<file path="src/sv/trem_pkg.sv">
// shared types, constants and helpers of the traffic rate monitor
package trem_pkg;

	// register map
	localparam int PADDR_W = 3;
	localparam logic REG_ALPHA = 1'b0;
	localparam logic REG_WMS   = 1'b1;

	// register reset values and limits
	localparam logic [16:0] ALPHA_RST = 17'd6554;
	localparam logic [16:0] ALPHA_ONE = 17'd65536;
	localparam logic [15:0] WMS_RST   = 16'd1000;

	// time and fixed point constants
	localparam logic [19:0] NS_PER_MS = 20'd1000000;
	localparam logic [47:0] DELAY_MIN = 48'h8000_0000_0000;
	localparam logic [63:0] EMA_HALF  = 64'd32768;

	// elapsed nanoseconds to milliseconds: drop six bits, multiply by the
	// rounded-up reciprocal of 15625 and drop 71 more bits
	localparam logic [57:0] MS_RECIP = 58'(((72'd1 << 71) + 72'd15624) / 72'd15625);
	localparam logic [2:0]  MS_LAST  = 3'd4;

	// shared divider geometry
	localparam int DIV_DW = 66;
	localparam int DIV_SW = 44;
	localparam int DIV_CW = 7;
	localparam logic [DIV_CW-1:0] DIV_STEPS = 7'd66;

	// input queue geometry
	localparam int Q_AW = 1;
	localparam logic [Q_AW:0] Q_DEPTH = 2'd2;

	// one classified input word
	typedef struct packed {
		logic [62:0] arrival;
		logic        has_sent;
		logic [47:0] delay_smp;
		logic [31:0] add_bytes;
	} trem_item_t;

	// effective configuration
	typedef struct packed {
		logic [16:0] alpha;
		logic [15:0] wms;
	} trem_cfg_t;

	typedef struct packed {
		logic              start;
		logic [DIV_DW-1:0] dividend;
		logic [DIV_SW-1:0] divisor;
	} trem_div_req_t;

	typedef struct packed {
		logic              done;
		logic [DIV_DW-1:0] quotient;
	} trem_div_rsp_t;

	typedef struct packed {
		logic        start;
		logic [16:0] alpha;
		logic [47:0] acc;
		logic [47:0] sample;
	} trem_ema_req_t;

	typedef struct packed {
		logic        done;
		logic [47:0] result;
	} trem_ema_rsp_t;

	typedef enum logic [3:0] {
		ST_IDLE,
		ST_UPD,
		ST_CHK,
		ST_DLY_W,
		ST_WIN,
		ST_MS_W,
		ST_RATE_GO,
		ST_RATE_W,
		ST_BW_W,
		ST_BWE_W,
		ST_OUT
	} trem_state_t;

	// count * 256000 as (count * 125) << 11
	function automatic logic [65:0] scale_rate(input logic [47:0] cnt);
		logic [54:0] ext;
		logic [54:0] m125;
		ext = {7'b0, cnt};
		m125 = (ext << 7) - (ext << 1) - ext;
		return {m125, 11'b0};
	endfunction

endpackage

</file>
<file path="src/sv/trem_back.sv">
// back end: window counters, averages and the result register
module trem_back (
	input  logic                    clk,
	input  logic                    arst_n,
	input  trem_pkg::trem_cfg_t     cfg,
	input  logic                    q_empty,
	input  trem_pkg::trem_item_t    q_item,
	output logic                    q_pop,
	output trem_pkg::trem_div_req_t div_req,
	input  trem_pkg::trem_div_rsp_t div_rsp,
	output trem_pkg::trem_ema_req_t ema_req,
	input  trem_pkg::trem_ema_rsp_t ema_rsp,
	output logic                    res_valid,
	input  logic                    res_stall,
	output logic [31:0]             rate_avg_q8,
	output logic [47:0]             delay_avg_bits,
	output logic [47:0]             bandwidth_avg_q8,
	output logic [63:0]             total_messages,
	output logic                    window_closed
);
	import trem_pkg::*;

	trem_state_t state_q;
	trem_state_t state_d;
	trem_item_t  cur_q;
	logic        open_q;
	logic [62:0] start_q;
	logic [31:0] msgs_q;
	logic [47:0] bytes_q;
	logic [63:0] total_q;
	logic [47:0] delay_q;
	logic [31:0] rate_q;
	logic [47:0] bw_q;
	logic        close_q;
	logic [63:0] elapsed_q;
	logic [35:0] thr_q;
	logic [43:0] ms_q;
	logic [56:0] ms_x_q;
	logic [2:0]  ms_cnt_q;
	logic [57:0] ms_prod_q;
	logic [59:0] ms_acc_q;
	logic        res_valid_q;
	logic [31:0] res_rate_q;
	logic [47:0] res_delay_q;
	logic [47:0] res_bw_q;
	logic [63:0] res_total_q;
	logic        res_closed_q;
	logic        out_load;
	logic [62:0] start_eff;
	logic [48:0] bytes_sum;
	logic [47:0] rate_sat;
	logic [47:0] bw_sat;
	logic [28:0] ms_opa;
	logic [28:0] ms_opb;
	logic [59:0] ms_sum;

	// window start for this word, counter sums and rate clamps
	assign start_eff = open_q ? start_q : cur_q.arrival;
	assign bytes_sum = {1'b0, bytes_q} + 49'(cur_q.add_bytes);
	assign rate_sat  = (div_rsp.quotient[65:32] != '0) ? 48'(32'hFFFF_FFFF)
		: {16'b0, div_rsp.quotient[31:0]};
	assign bw_sat    = (div_rsp.quotient[65:48] != '0) ? '1 : div_rsp.quotient[47:0];

	// reciprocal multiply operands, one 29x29 partial product per step
	always_comb begin
		unique case (ms_cnt_q[1:0])
			2'd0: begin
				ms_opa = ms_x_q[28:0];
				ms_opb = MS_RECIP[28:0];
			end
			2'd1: begin
				ms_opa = ms_x_q[28:0];
				ms_opb = MS_RECIP[57:29];
			end
			2'd2: begin
				ms_opa = {1'b0, ms_x_q[56:29]};
				ms_opb = MS_RECIP[28:0];
			end
			2'd3: begin
				ms_opa = {1'b0, ms_x_q[56:29]};
				ms_opb = MS_RECIP[57:29];
			end
		endcase
	end

	// partial product sum, low 29 bits dropped once they can no longer carry
	always_comb begin
		unique case (ms_cnt_q)
			3'd1:       ms_sum = {31'b0, ms_prod_q[57:29]};
			3'd2, 3'd3: ms_sum = ms_acc_q + {2'b0, ms_prod_q};
			3'd4:       ms_sum = {29'b0, ms_acc_q[59:29]} + {2'b0, ms_prod_q};
			default:    ms_sum = ms_acc_q;
		endcase
	end

	// state register
	always_ff @(posedge clk or negedge arst_n) begin
		if (!arst_n) begin
			state_q <= ST_IDLE;
		end else begin
			state_q <= state_d;
		end
	end

	// next state and unit requests
	always_comb begin
		state_d          = state_q;
		q_pop            = 1'b0;
		out_load         = 1'b0;
		div_req          = '0;
		ema_req          = '0;
		ema_req.alpha    = cfg.alpha;
		unique case (state_q)
			ST_IDLE: begin
				if (!q_empty) begin
					q_pop   = 1'b1;
					state_d = ST_UPD;
				end
			end
			ST_UPD: begin
				state_d = ST_CHK;
			end
			ST_CHK: begin
				if (cur_q.has_sent && delay_q != '0) begin
					ema_req.start  = 1'b1;
					ema_req.acc    = delay_q ^ DELAY_MIN;
					ema_req.sample = cur_q.delay_smp;
					state_d        = ST_DLY_W;
				end else begin
					state_d = ST_WIN;
				end
			end
			ST_DLY_W: begin
				if (ema_rsp.done) begin
					state_d = ST_WIN;
				end
			end
			ST_WIN: begin
				if (close_q) begin
					state_d = ST_MS_W;
				end else begin
					state_d = ST_OUT;
				end
			end
			ST_MS_W: begin
				if (ms_cnt_q == MS_LAST) begin
					state_d = ST_RATE_GO;
				end
			end
			ST_RATE_GO: begin
				div_req.start    = 1'b1;
				div_req.dividend = scale_rate({16'b0, msgs_q});
				div_req.divisor  = ms_q;
				state_d          = ST_RATE_W;
			end
			ST_RATE_W: begin
				// rate average runs while the divider does the byte rate
				if (div_rsp.done) begin
					ema_req.start    = 1'b1;
					ema_req.acc      = {16'b0, rate_q};
					ema_req.sample   = rate_sat;
					div_req.start    = 1'b1;
					div_req.dividend = scale_rate(bytes_q);
					div_req.divisor  = ms_q;
					state_d          = ST_BW_W;
				end
			end
			ST_BW_W: begin
				if (div_rsp.done) begin
					ema_req.start  = 1'b1;
					ema_req.acc    = bw_q;
					ema_req.sample = bw_sat;
					state_d        = ST_BWE_W;
				end
			end
			ST_BWE_W: begin
				if (ema_rsp.done) begin
					state_d = ST_OUT;
				end
			end
			ST_OUT: begin
				if (!res_valid_q || !res_stall) begin
					out_load = 1'b1;
					state_d  = ST_IDLE;
				end
			end
			default: begin
				state_d = ST_IDLE;
			end
		endcase
	end

	// monitor state and result handshake
	always_ff @(posedge clk or negedge arst_n) begin
		if (!arst_n) begin
			open_q      <= 1'b0;
			start_q     <= '0;
			msgs_q      <= '0;
			bytes_q     <= '0;
			total_q     <= '0;
			delay_q     <= '0;
			rate_q      <= '0;
			bw_q        <= '0;
			close_q     <= 1'b0;
			res_valid_q <= 1'b0;
		end else begin
			unique case (state_q)
				ST_UPD: begin
					open_q  <= 1'b1;
					start_q <= start_eff;
					total_q <= total_q + 64'd1;
					if (msgs_q != '1) begin
						msgs_q <= msgs_q + 32'd1;
					end
					bytes_q <= bytes_sum[48] ? '1 : bytes_sum[47:0];
				end
				ST_CHK: begin
					close_q <= !elapsed_q[63] && (elapsed_q[62:0] >= {27'b0, thr_q});
					if (cur_q.has_sent && delay_q == '0) begin
						delay_q <= cur_q.delay_smp ^ DELAY_MIN;
					end
				end
				ST_DLY_W: begin
					if (ema_rsp.done) begin
						delay_q <= ema_rsp.result ^ DELAY_MIN;
					end
				end
				ST_BW_W: begin
					if (ema_rsp.done) begin
						rate_q <= ema_rsp.result[31:0];
					end
				end
				ST_BWE_W: begin
					// fold byte rate and open a new window at this arrival
					if (ema_rsp.done) begin
						bw_q    <= ema_rsp.result;
						msgs_q  <= '0;
						bytes_q <= '0;
						start_q <= cur_q.arrival;
					end
				end
				default: begin
				end
			endcase
			if (out_load) begin
				res_valid_q <= 1'b1;
			end else if (!res_stall) begin
				res_valid_q <= 1'b0;
			end
		end
	end

	// word under work, window timing and result payload
	always_ff @(posedge clk) begin
		if (q_pop) begin
			cur_q <= q_item;
		end
		if (state_q == ST_UPD) begin
			elapsed_q <= {1'b0, cur_q.arrival} - {1'b0, start_eff};
			thr_q     <= 36'(cfg.wms) * 36'(NS_PER_MS);
		end
		// elapsed milliseconds by reciprocal multiply
		if (state_q == ST_WIN) begin
			ms_x_q   <= elapsed_q[62:6];
			ms_cnt_q <= '0;
		end
		if (state_q == ST_MS_W) begin
			ms_cnt_q  <= ms_cnt_q + 3'd1;
			ms_prod_q <= ms_opa * ms_opb;
			ms_acc_q  <= ms_sum;
			if (ms_cnt_q == MS_LAST) begin
				ms_q <= ms_sum[56:13];
			end
		end
		if (out_load) begin
			res_rate_q   <= rate_q;
			res_delay_q  <= delay_q;
			res_bw_q     <= bw_q;
			res_total_q  <= total_q;
			res_closed_q <= close_q;
		end
	end

	assign res_valid        = res_valid_q;
	assign rate_avg_q8      = res_rate_q;
	assign delay_avg_bits   = res_delay_q;
	assign bandwidth_avg_q8 = res_bw_q;
	assign total_messages   = res_total_q;
	assign window_closed    = res_closed_q;

endmodule

</file>
<file path="config.mk">
export PLATFORM = sky130hd
export DESIGN_NAME = trem_back
export DESIGN_NICKNAME = d
export VERILOG_FILES = /design/src/sv/trem_pkg.sv /design/src/sv/trem_back.sv
export SDC_FILE = /design/constraint.sdc
export NUM_CORES = 2
export LEC_CHECK = 0
export ABC_AREA = 1
export BUFFER_PORTS_ARGS = -buffer_cell sky130_fd_sc_hd__buf_2
export CAP_MARGIN = 20
export CORE_MARGIN = 2
export CORE_UTILIZATION = 40
export DETAILED_ROUTE_END_ITERATION = 16
export PLACE_DENSITY = 0.56
export SETUP_SLACK_MARGIN = 0.15
export SLEW_MARGIN = 20
export SYNTH_ARGS = -nofsm -noshare
export SYNTH_HDL_FRONTEND = slang
export SYNTH_SLANG_ARGS = --single-unit
</file>
<file path="constraint.sdc">
create_clock -name clk -period 11.1 [get_ports clk]
set_clock_uncertainty 0.1 [all_clocks]
set_input_delay 2.22 -clock clk [delete_from_list [all_inputs] [get_ports clk]]
set_output_delay 2.22 -clock clk [all_outputs]
set_load 0.05 [all_outputs]
</file>
-- After elaboration in Yosys (flattened, before gate mapping)
Cells that the tools add are included.
- $add $sub $neg: 11
- multiply operators: 2
- magnitude comparators: 1
- eq/ne operators: 28
- muxes and demuxes: 44
- bitwise operators: 3
- reductions and logical operators: 31
- operator list (cell ; count):
    one-hot mux 96 bit (3 select lines) ; 1
    two-way mux 48 bit ; 5
    one-hot mux 111 bit (2 select lines) ; 1
    two-way mux 96 bit ; 2
    one-hot mux 48 bit (2 select lines) ; 2
    one-hot mux 60 bit (3 select lines) ; 1
    two-way mux 63 bit ; 2
    one-hot mux 63 bit (2 select lines) ; 1
    one-hot mux 29 bit (2 select lines) ; 2
    two-way mux 111 bit ; 1
    two-way mux 32 bit ; 3
    two-way mux 80 bit ; 1
    adder 64 x 1 -> 64 bit (second input constant) ; 1
    one-hot mux 32 bit (2 select lines) ; 1
    subtractor 63 x 63 -> 64 bit ; 1
    greater-or-equal comparator 63 x 36 -> 1 bit ; 1
    adder 60 x 58 -> 60 bit ; 1
    adder 31 x 58 -> 59 bit ; 1
    multiplier 29 x 29 -> 58 bit ; 1
    subtractor 55 x 48 -> 55 bit ; 1
    subtractor 55 x 49 -> 55 bit ; 1
    adder 48 x 32 -> 49 bit ; 1
    logical NOT 48 bit ; 1
    nonzero test 48 bit ; 1
    36 further kinds ; 86
- bits in registers: 995
- input bits: 297
- output and inout bits: 420
- word-level logic and storage cells: 148

-- Depth between registers and ports, before layout
- depth after elaboration: 5
- depth in mapped cells: 41
- gate-level depth less buffers: 41

-- Least setup slack after synthesis
OpenSTA, ideal clock, no wires.
- path type: input port to flip-flop
- start: input res_stall
- end: register res_bw_q[0], in the netlist bandwidth_avg_q8[0], enable pin
- setup time: 0.749 ns
- arrival: 10.319 ns
- required time: 10.251 ns
- slack: -0.068 ns
- stages: 3
- path buffers: 0
- path through: nand2_1 inv_1 nor2_1
- cells in the longest elaborated chain, start to end: 4
- RTL lines (what ; line ; RTL):
    start: declaration ; trem_back.sv:14 ; input logic res_stall,
    logical NOT 1 bit ; - ;
    logical OR 1 bit ; trem_back.sv:182 ; if (!res_valid_q || !res_stall) begin
    two-way mux 1 bit ; trem_back.sv:182 ;
    two-way mux 1 bit ; trem_back.sv:113 ; unique case (state_q)
    named net out_load ; trem_back.sv:48 ; logic out_load;
    end signal: assignment ; trem_back.sv:278 ; res_bw_q <= bw_q;
    end: declaration ; trem_back.sv:45 ; logic [47:0] res_bw_q;
The timed path passes the listed nets, and every way through them passes these cells.
A chain may end at the register's enable or synchronous reset.

-- Worst setup path in the final report
- start: register ms_cnt_q[0]
- end: register ms_prod_q[38], data pin
- cells in the longest elaborated chain, start to end: 4
- elaborated cells between the ends (all ways): 11
- classes of those cells: 1 x mul; 3 x eq/ne; 2 x mux; 5 x reduce/logical
- RTL lines (what ; line ; RTL):
    start: declaration ; trem_back.sv:39 ; logic [2:0] ms_cnt_q;
    start signal: assignment ; trem_back.sv:268 ; ms_cnt_q <= ms_cnt_q + 3'd1;
    equality test 2 bit (tied with other cells) ; trem_back.sv:66 ; unique case (ms_cnt_q[1:0])
    OR reduction 2 bit (no source line) ; - ;
    one-hot mux 29 bit (2 select lines) ; trem_back.sv:66 ;
    multiplier 29 x 29 -> 58 bit * ; trem_back.sv:269 ; ms_prod_q <= ms_opa * ms_opb;
    end signal: assignment ; trem_back.sv:269 ;
    end: declaration ; trem_back.sv:40 ; logic [57:0] ms_prod_q;
Mark *: on every way between the ends. The rest lies on a longest branch, timed or not. The select of a mux whose other input is x is not followed.

==> impl_metrics.toml <==
[critical_path]
crit_type = "flip-flop to flip-flop"
r2r-end = "ms_prod_q[38]$_DFFE_PP_"
worstSetupStartpointType = "flip-flop"
r2r_start = "ms_cnt_q[0]$_SDFFCE_PN0P_"
critPathMaxStageDelay_ns = 0.67
cp.arrival_ns = 10.10
ff2ff_path_depth = 30
path_max_fanout = 25
timing.critical_path.from = "ms_cnt_q[0]$_SDFFCE_PN0P_"
end_kind = "flip-flop"
required_ns = 11.50
r2r_setup_slack_ns = 1.40
critical-path-slowest-cell = "nor2_1"

[synthesis]
synth_area_sq_um = 88100
ys_ff_latch = 995
yosysWarnings = 0
synth-async-reset-ratio_pct = 34.4
syn_area_per_cell_sq_um = 8.36
yosysTopAreaCellShare_pct = 22.2
synth_cells = 10539
synth_top_area_cell = "edfxtp_1"
synth_edf_count = 653
synthTopCellsByArea = "edfxtp_1 (22%), fa_1 (13%), ha_1 (12%)"
ys_seq_area_share_pct = 32.0
synth_cell_types = 76
synth_flop_cell = "edfxtp_1"

[global_route]
antenna_found_initial = 30
grt_pass1_vias = 76065
grt_use_total_pct = 31.1
overflow = 0
grt_max_degree = 143
grt_first_pass_wirelength_um = 513000

[cells_and_area]
drive_above_1_share_pct = 9.71
syn_to_final_growth_pct = 12.1
num-nets-final = 12920

[sta]
hold_viol_final = 0
tightest_slew_ns = 1.19
fin_crit_sh_pct = 87.4
setup_viol = 0
fmax_mhz = 103
rsz0062_at_grt = "false"
period_minus_slack_ns = 9.70
relSlewSlack_pct = 20.1
setup_tns_ns = 0
maxSlewViolCount = 0

[drt]
post_drt_wl_per_cell_um = 25.1
drt-initial-drc-count = 7227
dr.pass1.iters = 8
viasPerCell = 5.47
route.detailed.drc = 0
via_count = 77584
ant_nets = 0
drt_wl_total_um = 356000

[worst_hold_path]
hold_class = "flip-flop to flip-flop"
hp-start = "delay_q[6]$_DFFE_PN0P_"
hold_end = "delay_avg_bits[6]$_DFFE_PP_"
hold_depth = 0

[clock_network]
ctsResizeCount = 0
clk_path_buf_depth = 3
cts_max_level = 3
cts_buffers = 114
cts_tree = "built"
cts-root-buf = "clkbuf_16"
cts_hold_buf = 0
post-cts-setup-buffers = 0
clock-sinks = 995
cts.clk_slew.worst_paths_ns = 0.07
worst_skew_pair.late_latency_ns = 0.84

[die]
die_w_um = 473
ios = 717
core-area_sq_um = 219000
row_count = 172
start_util_pct = 40.2
die_area_sq_um = 224000
die_h_um = 473

[status]
status = "finished, final reports clean"

[place]
port_buffers = 671
hpwl_um = 298000
gp_congestion = 0.992

[flow_run]
max_cap_viol_count = 0
registers in the layout, summed over array words and instances, names as in the netlist, 44 cells and up:
register,cells
ms_acc_q,60
bytes_q,48
elapsed_q,64
delay_avg_bits,48
bw_q,48
delay_q,48
cur_q,144
bandwidth_avg_q8,48
ms_q,44
total_messages,64
start_q,63
ms_prod_q,58
ms_x_q,57
total_q,64
stage by stage:
stage / std cells / setup WS, ns / utilization [%] / area, sq um / hold WS [ns]
6_report: 14178 / 1.40 / 45.1 / 98800 / 0.301
3_5_place_dp: 13948 / 1.43 / 43.3 / 94900 / 0.334
4_1_cts: 14164 / 1.40 / 45.0 / 98800 / 0.300
5_1_grt: 14170 / 0.768 / 45.0 / 98800 / 0.321
3_3_place_gp: 13948 / 1.62 / 43.3 / 94900 / 0.334
2_1_floorplan: 10549 / 2.53 / - / 88200 / 0.325
cells by family after synthesis:
family	after synthesis	share of synthesized area, %
flip-flops	995	32.0
XOR/XNOR	337	3.35
other	1	0.00425
AO/OA/AOI/OAI	2037	12.9
buffers and inverters	2084	9.08
AND/OR/NAND/NOR	3655	17.5
adder cells (fa/ha/maj)	1430	25.1
routing by layer:
layer	part of all wire (%)	wire, um	track usage (%)
met5	0.016	58	0
met4	4.0	14100	11.0
met3	6.4	22800	4.17
met2	44	158000	47.9
met1	45	162000	44.5
cells in the final DEF, fill, tap and decap left out, types with 122 or more instances in the layout:
cell type,synthesis,routed
nand3_1,411,410
nor2_1,904,898
nor3_1,122,122
o211ai_1,165,165
fa_1,569,569
xor2_1,227,227
dfrtp_1,342,341
inv_1,1825,1821
o21ai_0,889,884
nand2_1,1885,1884
buf_2,23,670
a21oi_1,597,596
ha_1,861,861
edfxtp_1,653,653
area by class of cell:
class	count	area (sq um)
diodes	14	35.0
well taps	2871	3590
clock inverters	64	718
repair buffers	751	4010
flip-flops and latches	995	28200
multi-input cells	7470	52100
fillers	22022	120000
inverters	1861	7000
clock buffers	152	3200
Yosys cell counts, types with 30 or more instances:
cell type  instances
a21boi_0          30
a21o_1            77
a21oi_1          597
a31oi_1           82
buf_4             33
clkbuf_1         156
dfrtp_1          342
edfxtp_1         653
fa_1             569
ha_1             861
inv_1           1825
inv_2             30
nand2_1         1885
nand3_1          411
nand4_1          118
nor2_1           904
nor3_1           122
nor4_1            65
o211ai_1         165
o21ai_0          889
o21ai_1           47
o21bai_1          47
or2_2             34
xnor2_1          110
xor2_1           227
critical path, delay by kind of cell, from the launching register on:
family | cells | cell delay (ns)
DFF | 1 | 0.43
adders and majority gates | 10 | 4.61
AOI/OAI and AO/OA | 5 | 1.36
buffers and inverters | 8 | 1.13
and+or+nand+nor | 6 | 1.61
xor gates and xnor gates | 1 | 0.17
worst max-delay path by stage:
stage | end | slack [ns] | depth (start not counted)
final | ms_prod_q[38]$_DFFE_PP_ | 1.40 | 30
after detailed placement | ms_prod_q[38]$_DFFE_PP_ | 1.43 | 30
after global routing | ms_prod_q[39]$_DFFE_PP_ | 0.77 | 37
after global placement | ms_prod_q[38]$_DFFE_PP_ | 1.62 | 30
after floorplan | q_pop | 2.53 | 1
after CTS | ms_prod_q[38]$_DFFE_PP_ | 1.40 | 30
Power is not shown: default switching activity piles up to over one toggle a cycle in this logic, so the estimate is an artifact.
