$ cat config.mk
export PLATFORM = sky130hd
export DESIGN_NAME = trem_ema
export DESIGN_NICKNAME = d
export VERILOG_FILES = /design/src/sv/trem_pkg.sv /design/src/sv/trem_ema.sv
export SDC_FILE = /design/constraint.sdc
export NUM_CORES = 1
export LEC_CHECK = 0
export BUFFER_PORTS_ARGS = -buffer_cell sky130_fd_sc_hd__buf_2
export CAP_MARGIN = 20
export CELL_PAD_IN_SITES_DETAIL_PLACEMENT = 2
export CELL_PAD_IN_SITES_GLOBAL_PLACEMENT = 2
export CORE_MARGIN = 2
export CORE_UTILIZATION = 44
export CTS_CLUSTER_SIZE = 40
export DETAILED_ROUTE_END_ITERATION = 10
export HOLD_SLACK_MARGIN = 0.1
export PLACE_DENSITY_LB_ADDON = 0.1
export SLEW_MARGIN = 20
export SYNTH_ARGS = -nofsm -noshare
export SYNTH_HDL_FRONTEND = slang
export SYNTH_SLANG_ARGS = --single-unit
$ cat constraint.sdc
create_clock -name clk -period 15.1 [get_ports clk]
set_input_delay 4.53 -clock clk [delete_from_list [all_inputs] [get_ports clk]]
set_output_delay 4.53 -clock clk [all_outputs]
set_load 0.02 [all_outputs]
$ cat src/sv/trem_pkg.sv
// shared types, constants and helpers of the traffic rate monitor
package trem_pkg;

	// register map
	localparam int PADDR_W = 3;
	localparam logic REG_ALPHA = 1'b0;
	localparam logic REG_WMS   = 1'b1;

	// register reset values and limits
	localparam logic [16:0] ALPHA_RST = 17'd6554;
	localparam logic [16:0] ALPHA_ONE = 17'd65536;
	localparam logic [15:0] WMS_RST   = 16'd1000;

	// time and fixed point constants
	localparam logic [19:0] NS_PER_MS = 20'd1000000;
	localparam logic [47:0] DELAY_MIN = 48'h8000_0000_0000;
	localparam logic [63:0] EMA_HALF  = 64'd32768;

	// elapsed nanoseconds to milliseconds: drop six bits, multiply by the
	// rounded-up reciprocal of 15625 and drop 71 more bits
	localparam logic [57:0] MS_RECIP = 58'(((72'd1 << 71) + 72'd15624) / 72'd15625);
	localparam logic [2:0]  MS_LAST  = 3'd4;

	// shared divider geometry
	localparam int DIV_DW = 66;
	localparam int DIV_SW = 44;
	localparam int DIV_CW = 7;
	localparam logic [DIV_CW-1:0] DIV_STEPS = 7'd66;

	// input queue geometry
	localparam int Q_AW = 1;
	localparam logic [Q_AW:0] Q_DEPTH = 2'd2;

	// one classified input word
	typedef struct packed {
		logic [62:0] arrival;
		logic        has_sent;
		logic [47:0] delay_smp;
		logic [31:0] add_bytes;
	} trem_item_t;

	// effective configuration
	typedef struct packed {
		logic [16:0] alpha;
		logic [15:0] wms;
	} trem_cfg_t;

	typedef struct packed {
		logic              start;
		logic [DIV_DW-1:0] dividend;
		logic [DIV_SW-1:0] divisor;
	} trem_div_req_t;

	typedef struct packed {
		logic              done;
		logic [DIV_DW-1:0] quotient;
	} trem_div_rsp_t;

	typedef struct packed {
		logic        start;
		logic [16:0] alpha;
		logic [47:0] acc;
		logic [47:0] sample;
	} trem_ema_req_t;

	typedef struct packed {
		logic        done;
		logic [47:0] result;
	} trem_ema_rsp_t;

	typedef enum logic [3:0] {
		ST_IDLE,
		ST_UPD,
		ST_CHK,
		ST_DLY_W,
		ST_WIN,
		ST_MS_W,
		ST_RATE_GO,
		ST_RATE_W,
		ST_BW_W,
		ST_BWE_W,
		ST_OUT
	} trem_state_t;

	// count * 256000 as (count * 125) << 11
	function automatic logic [65:0] scale_rate(input logic [47:0] cnt);
		logic [54:0] ext;
		logic [54:0] m125;
		ext = {7'b0, cnt};
		m125 = (ext << 7) - (ext << 1) - ext;
		return {m125, 11'b0};
	endfunction

endpackage

$ cat src/sv/trem_ema.sv
// moving average unit: four 24x17 partial products accumulated in turn; a zero average takes the sample
module trem_ema (
	input  logic                    clk,
	input  logic                    arst_n,
	input  trem_pkg::trem_ema_req_t req,
	output trem_pkg::trem_ema_rsp_t rsp
);
	import trem_pkg::*;

	localparam logic [2:0] LAST_STEP = 3'd7;

	logic [16:0] alpha_q;
	logic [16:0] wc_q;
	logic [47:0] acc_q;
	logic [47:0] smp_q;
	logic [63:0] sum_q;
	logic [40:0] prod_q;
	logic [2:0]  cnt_q;
	logic        busy_q;
	logic        done_q;
	logic [1:0]  sel;
	logic [23:0] opa;
	logic [16:0] opb;
	logic [63:0] addend;

	assign sel = cnt_q[2:1];

	// partial product operand select
	always_comb begin
		unique case (sel)
			2'd0: begin
				opa = smp_q[23:0];
				opb = alpha_q;
			end
			2'd1: begin
				opa = smp_q[47:24];
				opb = alpha_q;
			end
			2'd2: begin
				opa = acc_q[23:0];
				opb = wc_q;
			end
			2'd3: begin
				opa = acc_q[47:24];
				opb = wc_q;
			end
		endcase
	end

	assign addend = sel[0] ? (64'(prod_q) << 24) : 64'(prod_q);

	// step control
	always_ff @(posedge clk or negedge arst_n) begin
		if (!arst_n) begin
			busy_q <= 1'b0;
			done_q <= 1'b0;
			cnt_q  <= '0;
		end else begin
			done_q <= 1'b0;
			if (req.start) begin
				cnt_q <= '0;
				if (req.acc == '0) begin
					done_q <= 1'b1;
				end else begin
					busy_q <= 1'b1;
				end
			end else if (busy_q) begin
				cnt_q <= cnt_q + 1'b1;
				if (cnt_q == LAST_STEP) begin
					busy_q <= 1'b0;
					done_q <= 1'b1;
				end
			end
		end
	end

	// multiply on even steps, accumulate on odd steps
	always_ff @(posedge clk) begin
		if (req.start) begin
			alpha_q <= req.alpha;
			wc_q    <= ALPHA_ONE - req.alpha;
			acc_q   <= req.acc;
			smp_q   <= req.sample;
			sum_q   <= (req.acc == '0) ? {req.sample, 16'b0} : EMA_HALF;
		end else if (busy_q) begin
			if (!cnt_q[0]) begin
				prod_q <= opa * opb;
			end else begin
				sum_q <= sum_q + addend;
			end
		end
	end

	assign rsp.done   = done_q;
	assign rsp.result = sum_q[63:16];

endmodule

# [Word level (Yosys, flattened, before mapping)]
# Index checks and enable logic that the tools add are counted.
# Widths: inputs -> output; s select.
[op_classes] addsub=3 multipliers=1 eq_ne=5 muxes=17 n_bitwise=2 n_reduce_logical=8
[ops] op="$mux 64" count=5
[ops] op="$pmux 24 s4" count=1
[ops] op="$add 64x64->64" count=1
[ops] op="$logic_not 48->1" count=1
[ops] op="$mul 24x17->41" count=1
[ops] op="$pmux 17 s2" count=1
[ops] op="$sub 17x17->17 const A" count=1
[ops] op="$mux 1" count=8
[ops] op="$mux 3" count=2
[ops] op="$eq 2x2->1 const B" count=2
[ops] op="$reduce_bool 2->1" count=2
[ops] op="$reduce_or 2->1" count=2
[ops] op="$add 3x1->3 const B" count=1
[ops] op="$eq 3x3->1 const B" count=1
[ops] op="$reduce_and 3->1" count=1
[ops] op="$eq 2x1->1 const B" count=1
[ops] op="$logic_not 2->1" count=1
[ops] op="$ne 2x2->1 const B" count=1
[ops] op="$not 1->1" count=2
[ops] op="$reduce_and 2->1" count=1
[totals] regBits=240 wordCells=45

# [Longest topological paths before layout]
# Gate-level depths: netlist (run 1).
[depth] word_depth=5 mapped_depth=30 ltp_nobuf=27

# [Least setup slack after synthesis (run 1)]
# Ideal clock, no wire load.
[synth_timing] kind="input to register" from="input req[113] (netlist name)" to="register prod_q[0], enable pin" setup_time_ns=0.490 arrival_ns=7.993 setup_slack_ns=6.617 cell_stages=4 n_path_buf=3 path_cell_list="clkbuf_1 -> clkbuf_1 -> buf_1 -> nor3_1"
[synth_via] elab_chain_len=2
[synth_rtl] item="start, declared" line_no="trem_ema.sv:5" text="input trem_pkg::trem_ema_req_t req,"
[synth_rtl] item="$not 1->1 (no line)"
[synth_rtl] item="$reduce_and 3->1 (no line)"
[synth_rtl] item="end signal, assigned" line_no="trem_ema.sv:87" text="prod_q <= opa * opb;"
[synth_rtl] item="end, declared" line_no="trem_ema.sv:17" text="logic [40:0] prod_q;"
# Every way passes these cells.
# A chain may end at the register's enable or synchronous reset.

# [Worst setup path after layout (run 1)]
[layout_timing] from="register cnt_q[1]" to="register prod_q[38] (data pin)"
[layout_via] elab_chain_len=4 elab_cells_between_ends=9 classes_between="mul: 1; eq/ne: 3; mux: 2; reduce/logical: 3"
[layout_rtl] item="start, declared" line_no="trem_ema.sv:18" text="logic [2:0] cnt_q;"
[layout_rtl] item="start signal, assigned" line_no="trem_ema.sv:68" text="cnt_q <= cnt_q + 1'b1;"
[layout_rtl] item="$eq 2x2->1, or another cell as far along" line_no="trem_ema.sv:30" text="unique case (sel)"
[layout_rtl] item="$reduce_or 2->1 (no line)"
[layout_rtl] item="$pmux 17 s2" line_no="trem_ema.sv:30"
[layout_rtl] item="$mul 24x17->41 (*)" line_no="trem_ema.sv:87"
# Every way passes the cells marked *; elsewhere a longest branch is shown, timed or not.

==> summary.txt, run 1 <==
CTS
  • Clock Latency Late Sink: 600 ps
  • Postcts setup bufs: 0
  • Inserted Clock Buffers: 31
  • Clock Tree Buf Depth: 3
  • CTS tree: done
  • H-Tree Depth: 1
  • Hold buffer count at cts: 0
  • Post-CTS sizing: 0
  • Sink Count: 239
  • Root Driver: clkbuf_16
  • Clock slew at reported path FFs: 60 ps

Setup path
  • Cell family with most CP delay: adder cells
  • CP max FO: 56
  • Slowest stage delay, CP: 910 ps
  • R2R Setup Slk: 6330 ps
  • Worst EP required: 15430 ps
  • CP Capture Type: flip-flop
  • CP Cell Sequence: buf_4 > mux2_2 > o21ai_1 > nor2_1 > fa_1 > inv_1 > fa_1 > fa_1 > inv_1 > fa_1 > fa_1 > fa_1 > ha_1 > a21o_1 > a21oi_1 > o21bai_1 > a2111oi_0 > o211ai_1 > o21ai_1 > o21ai_2 > a221o_1 > a21oi_1 > xnor2_1
  • Crit path top cell by count: fa_1
  • WS Path Type: flip-flop to flip-flop
  • Critical path startpoint category: flip-flop
  • CP bufs+invs: 3
  • Slowest CP cell: dfrtp_4
  • Worst Path Arrival: 9100 ps

STA
  • Hold WS: ~690 ps
  • RSZ-0062 raised after global routing: no
  • Worst Max-Slew Pin Slew: 1260 ps
  • Final setup vio count: 0
  • Final hold vios: 0
  • Sum Neg Setup Slack: 0 ps
  • Tcrit/Tclk final: between 50% and 60%
  • Clock Skew: 29.0 ps
  • Fmax: 114 MHz
  • Minimum clock period: 8770 ps
  • Slew Viols, Final: 0
  • Slew headroom: 15.6%

Synth
  • Ys Warns: 0
  • Synth area leaders: edfxtp_1 26%, fa_1 25%, ha_1 8.5%
  • Share of async-settable or async-resettable flops after synthesis: 2.09%
  • Syn Inst Count: between 2000 and 3000
  • Proportion of netlist area held by the largest area contributor: 26.4%
  • Synth cell types: 81
  • Flip-flop and latch count after synthesis: roughly 240
  • Post-Synthesis Cell Area: 26600 sq um
  • EDFF count, synth: around 230
  • Avg Inst Size Synth: a little under 10 sq um
  • Dominant cell type by area after synthesis: edfxtp_1
  • Sequential area share after synthesis: 26.9%
  • Synth Flop Type: edfxtp_1
  • Mapped Nets: 3330

Floorplan
  • FP Rows: 90
  • Num ports: 165
  • Core area: 60000 sq um
  • Total die area: 62400 sq um
  • Die Ht: 250 um
  • Starting Density: 44.3%
  • Die Width: 250 um

Cells and area
  • Filler cell count in the final layout: 6343
  • Final net count: 3406
  • Share of layout cells above drive strength 1: 11.7%
  • Commonest non-fill, non-tap cell in the layout: inv_1
  • Most frequent cells in the layout: 438 x inv_1, 354 x nand2_1, 330 x fa_1
  • Layout Area Growth over Synthesis: 8.88%

Global routing
  • Number of global-route vias before repair: 23900
  • Overall routing resource usage: between 30% and 40%
  • Largest net degree at the start of global routing: 89
  • Grt ovf: 0
  • First-pass GRT wire length: 154000 um
  • Initial antenna violation count: 18

Placed design
  • GPL Wtd Cong: around 0.92
  • PortBufs: 164
  • HPWL Detailed: roughly 82000 um

Outcome
  • Outcome: finished clean

Route
  • Residual DRC: 0
  • Number of DRC markers in iteration 0: ~1300
  • Drt pass-1 iters: 5
  • DR vias/cell: between 5 and 6
  • Total number of vias: 20900
  • Final ANT Viol Nets: 0
  • Total Routed Length: 103000 um
  • Post-DR wirelength/cell: approximately 29 um

Hold path
  • Worst min-delay path class: flip-flop to flip-flop

Flow run
  • Number of max-cap violations: 0
metrics by stage:
| stage | std cells | worst slack [ps] | area, sq um | utilization [%] |
|---|---|---|---|---|
| 2_1_floorplan | 2703 | 6620 | 26600 | - |
| 3_3_place_gp | 3528 | 6650 | 27900 | 46.4 |
| 3_5_place_dp | 3528 | 6290 | 27900 | 46.4 |
| 4_1_cts | 3584 | 6240 | 28900 | 48.2 |
| 5_1_grt | 3587 | 5880 | 28900 | 48.2 |
| 6_report | 3592 | 6330 | 29000 | 48.2 |
cell type report:
| cell class | instances | area (sq um) | area share [%] |
|---|---|---|---|
| clock buffer | 35 | 791 | 2.73 |
| tap | 782 | 978 | 3.38 |
| multi-input combinational | 1881 | 17100 | 59.0 |
| timing repair buffer | 188 | 1010 | 3.49 |
| sequential | 239 | 7160 | 24.7 |
| clock inverter | 21 | 265 | 0.916 |
| inverter | 438 | 1640 | 5.68 |
| antenna | 8 | 20.0 | 0.0691 |
state kept, by name (all words and copies together), names as in the netlist:
| register | flops |
|---|---|
| prod_q | 41 |
| wc_q | 16 |
| busy_q | 1 |
| done_q | 1 |
| cnt_q | 3 |
| sum_q | 64 |
| acc_q | 48 |
| smp_q | 48 |
| alpha_q | 17 |
logic make-up after synthesis:
kind of cell	synth area share, %
AO/OA/AOI/OAI	9.73
buffers and inverters	8.98
multiplexers	4.05
AND/OR/NAND/NOR	13.6
XOR/XNOR	3.39
adder cells (fa/ha/maj)	33.4
flip-flops	26.9
tightest hold or removal path, cell delays in order (launching register included):
cell     delay [ps]
dfrtp_1         450
xnor2_1         160
nor2_1           40
layer usage:
layer / vias up / wire length (um) / global-route usage (%)
li1: 8962 / - / -
met1: 11100 / 41100 / 41.6
met2: 618 / 52300 / 58.4
met3: 178 / 5570 / 4.34
met4: 6 / 3640 / 11.2
met5: - / 39 / 0
final timing paths:
path,start,to,cells past startpoint
worst max-delay path,cnt_q[1],prod_q[38],23
worst min-delay path,cnt_q[0],cnt_q[0],2
worst max register to register,cnt_q[1],prod_q[38],23
worst min register to register,cnt_q[0],cnt_q[0],2
max in group asynchronous,arst_n,cnt_q[2],1
min in group asynchronous,arst_n,done_q,1
Yosys cell counts (13+ instances only):
library cell / instances
nor4_1: 21
o21a_1: 27
buf_4: 49
o21ai_0: 87
xnor2_1: 66
edfxtp_1: 234
nor2b_1: 34
mux2_2: 43
clkbuf_1: 78
xor2_1: 37
mux2i_1: 30
ha_1: 181
nor3_1: 15
nor2_1: 166
a21o_1: 57
o21bai_1: 17
and3_1: 13
a21oi_1: 99
and2_1: 91
inv_1: 438
fa_1: 330
o21ai_1: 15
nand3_1: 31
nand2_1: 355
nand4_1: 21
Power of run 1 is not shown: default switching activity piles up to over one toggle a cycle in this logic, so the estimate is an artifact.
==> run 2, diff against run 1 <==
Settings changed: CORE_UTILIZATION 44 to 37.
Clock period 15.1 ns to 7.3 ns, I/O delays scaled along.
==> run 2 against run 1 <==
  * The flow now finishes with violations (negative setup slack)
  * Global-route usage fell by 5.2 points
  * Utilization fell by 4.4 points
  * First-iteration DRC count fell by 4.4%
  * Worst hold slack got worse by 25 ps
  * Maximum frequency rose by 19%
  * Non-clock buffer count rose by 182
  * Sequential share of layout area fell by 1.8 points
  * Final area rose by 8.0%
  * Sequential cell count did not move
  * Register-to-register slack got worse by 6400 ps
  * Setup slack got worse by 6400 ps
==> summary.txt, run 2 (same netlist as run 1, synthesis figures left out) <==
CTS
  • H-Tree Depth: 1 (unchanged)
  • CTS tree: done (unchanged)
  • Clock slew at reported path FFs: 60 ps (about the same)
  • Clock Latency Late Sink: 600 ps (about the same)
  • Clock Tree Buf Depth: 3 (unchanged)
  • Inserted Clock Buffers: 31 (unchanged)
  • Sink Count: 239 (unchanged)
  • Root Driver: clkbuf_16 (unchanged)
  • Hold buffer count at cts: 0 (unchanged)

Setup path
  • Worst R2R Path Depth: 31 (was 23)
  • Cell family with most CP delay: adder cells (unchanged)
  • Slowest stage delay, CP: 550 ps (was 910 ps)
  • CP max FO: 6 (was 56)
  • CP bufs+invs: 10 (was 3)
  • Worst EP required: 7610 ps (was 15430 ps)
  • Slowest CP cell: fa_1 (was dfrtp_4)
  • Levels on crit path: 31 (was 23)
  • CP Capture Type: flip-flop (unchanged)
  • Critical path startpoint category: flip-flop (unchanged)
  • Crit path top cell by count: fa_1 (unchanged)
  • Worst Path Arrival: 7700 ps (was 9100 ps)
  • WS Path Type: flip-flop to flip-flop (unchanged)

Outcome
  • Failing checks: negative setup slack
  • Outcome: complete, but fails checks (was finished clean)

STA
  • Final Worst Setup Slack: -89.8 ps (was 6330 ps)
  • Worst Max-Slew Pin Slew: 1200 ps (was 1260 ps)
  • Slew Viols, Final: 0 (unchanged)
  • Final setup vio count: 6 (was 0)
  • Fmax: 135 MHz (was 114 MHz)
  • Clock Skew: 33.7 ps (was 29.0 ps)
  • Slew headroom: 19.5% (was 15.6%)
  • Minimum clock period: 7390 ps (was 8770 ps)
  • RSZ-0062 raised after global routing: yes (was no)
  • Tcrit/Tclk final: 101% (was 58.1%)
  • Final hold vios: 0 (unchanged)

Floorplan
  • Total die area: 74000 sq um (was 62400 sq um)
  • Core area: 71400 sq um (was 60000 sq um)
  • Die Ht: 272 um (was 250 um)
  • Num ports: 165 (unchanged)
  • FP Rows: 98 (was 90)
  • Die Width: 272 um (was 250 um)
  • Starting Density: 37.3% (was 44.3%)

Cells and area
  • Final instance area: 31300 sq um (was 29000 sq um)
  • Layout Area Growth over Synthesis: 17.6% (was 8.88%)
  • Final net count: 3588 (was 3406)
  • Commonest non-fill, non-tap cell in the layout: inv_1 (unchanged)
  • Top Registers: sum_q x64, acc_q x48, smp_q x48 (unchanged)
  • Share of layout cells above drive strength 1: 19.8% (was 11.7%)
  • Most frequent cells in the layout: 430 x inv_1, 349 x nand2_1, 325 x fa_1 (was 438 x inv_1, 354 x nand2_1, 330 x fa_1)
  • FF/Latch Area: 7160 sq um (unchanged)
  • Filler cell count in the final layout: 7612 (was 6343)
  • Area of the multi-input gates: 17600 sq um (was 17100 sq um)
  • Largest register FFs: 64 (unchanged)
  • Most flops, register: sum_q (unchanged)

Route
  • Drt pass-1 iters: 5 (unchanged)
  • Total number of vias: 21200 (was 20900)
  • Total Routed Length: 105000 um (was 103000 um)
  • Final ANT Viol Nets: 0 (unchanged)
  • DR vias/cell: 5.37 (was 5.82)
  • Post-DR wirelength/cell: 26.5 um (was 28.6 um)
  • Residual DRC: 0 (unchanged)
  • Number of DRC markers in iteration 0: 1286 (was 1345)

Placed design
  • PortBufs: 164 (unchanged)
  • Dpl ws: -305 ps (was 6290 ps)
  • GPL Wtd Cong: 0.905 (was 0.923)
  • HPWL Detailed: 85200 um (was 82100 um)
  • DP Area: 29100 sq um (was 27900 sq um)

Global routing
  • Grt ovf: 0 (unchanged)
  • Initial antenna violation count: 20 (was 18)
  • First-pass GRT wire length: 153000 um (was 154000 um)
  • Number of global-route vias before repair: 23800 (was 23900)
  • Largest net degree at the start of global routing: 77 (was 89)
  • Overall routing resource usage: 27.9% (was 33.0%)

Hold path
  • Worst min-delay path class: flip-flop to flip-flop (unchanged)
  • Worst hold stages: 2 (unchanged)

Flow run
  • Number of max-cap violations: 0 (unchanged)
[run 2: cell count changes in the layout (fill, tap and decap cells not counted), moves of 8 or more]
cell,delta
buf_4,+143
ha_4,+8
inv_1,-8
a21oi_2,+12
nor2_1,-10
buf_6,+19
ha_1,-13
inv_2,+8
a21oi_1,-12
buf_12,+15
nor2_2,+10
[run 2: final cells by class]
| type | instances | share of cell area (%) |
|---|---|---|
| Sequential cell | 239 | 22.9 |
| Tap cell | 950 | 3.80 |
| Antenna cell | 9 | 0.0720 |
| Multi-Input combinational cell | 1881 | 56.2 |
| Timing Repair Buffer | 370 | 8.69 |
| Clock inverter | 18 | 0.544 |
| Clock buffer | 38 | 2.56 |
| Inverter | 438 | 5.26 |
[run 2: what timing repair did]
action | in CTS | in global routing
resized for setup | 50 | 88
gates cloned | 2 | 1
endpoints found under the setup margin | 12 | 15
setup buffers | 28 | 34
pin swaps | 15 | 55
[run 2: worst paths after layout]
kind | startpoint | end | slack (ps)
setup / recovery | cnt_q[1] | prod_q[33] | -90
hold / removal | cnt_q[0] | cnt_q[0] | 660
setup reg to reg | cnt_q[1] | prod_q[33] | -90
hold reg to reg | cnt_q[0] | cnt_q[0] | 660
max in group asynchronous | arst_n | cnt_q[1] | 5670
min in group asynchronous | arst_n | busy_q | 1430
[run 2: metal layers]
| layer | track usage (%) | up-vias | wire length (um) |
|---|---|---|---|
| met4 | 8.46 | 6 | 3570 |
| met3 | 4.26 | 169 | 4940 |
| met5 | 0 | - | 32 |
| li1 | - | 9355 | - |
| met1 | 35.0 | 11200 | 42700 |
| met2 | 49.4 | 463 | 53400 |
[run 2: stage by stage]
| stage | hold WS (ps) | cells | utilization, % | TNS, ps |
|---|---|---|---|---|
| finish | 665 | 3943 | 43.8 | -327 |
| global route | 673 | 3936 | 43.8 | -2880 |
| CTS | 642 | 3899 | 42.8 | 0 |
| detailed placement | 628 | 3813 | 40.7 | -1560 |
| global placement | 609 | 3813 | 40.7 | -398 |
| floorplan | 557 | 2703 | - | 0 |
[run 2: worst register-to-register path: cells and delay by family (launching register included)]
family                   cells  cell delay, ps
AND/OR/NAND/NOR              4             480
AO/OA/AOI/OAI                8            1600
XOR/XNOR                     1             170
multiplexers                 1             140
adder cells (fa/ha/maj)      7            3070
buffers and inverters       10            1130
flip-flops                   1             530
Power of run 2 is left out for the same reason.
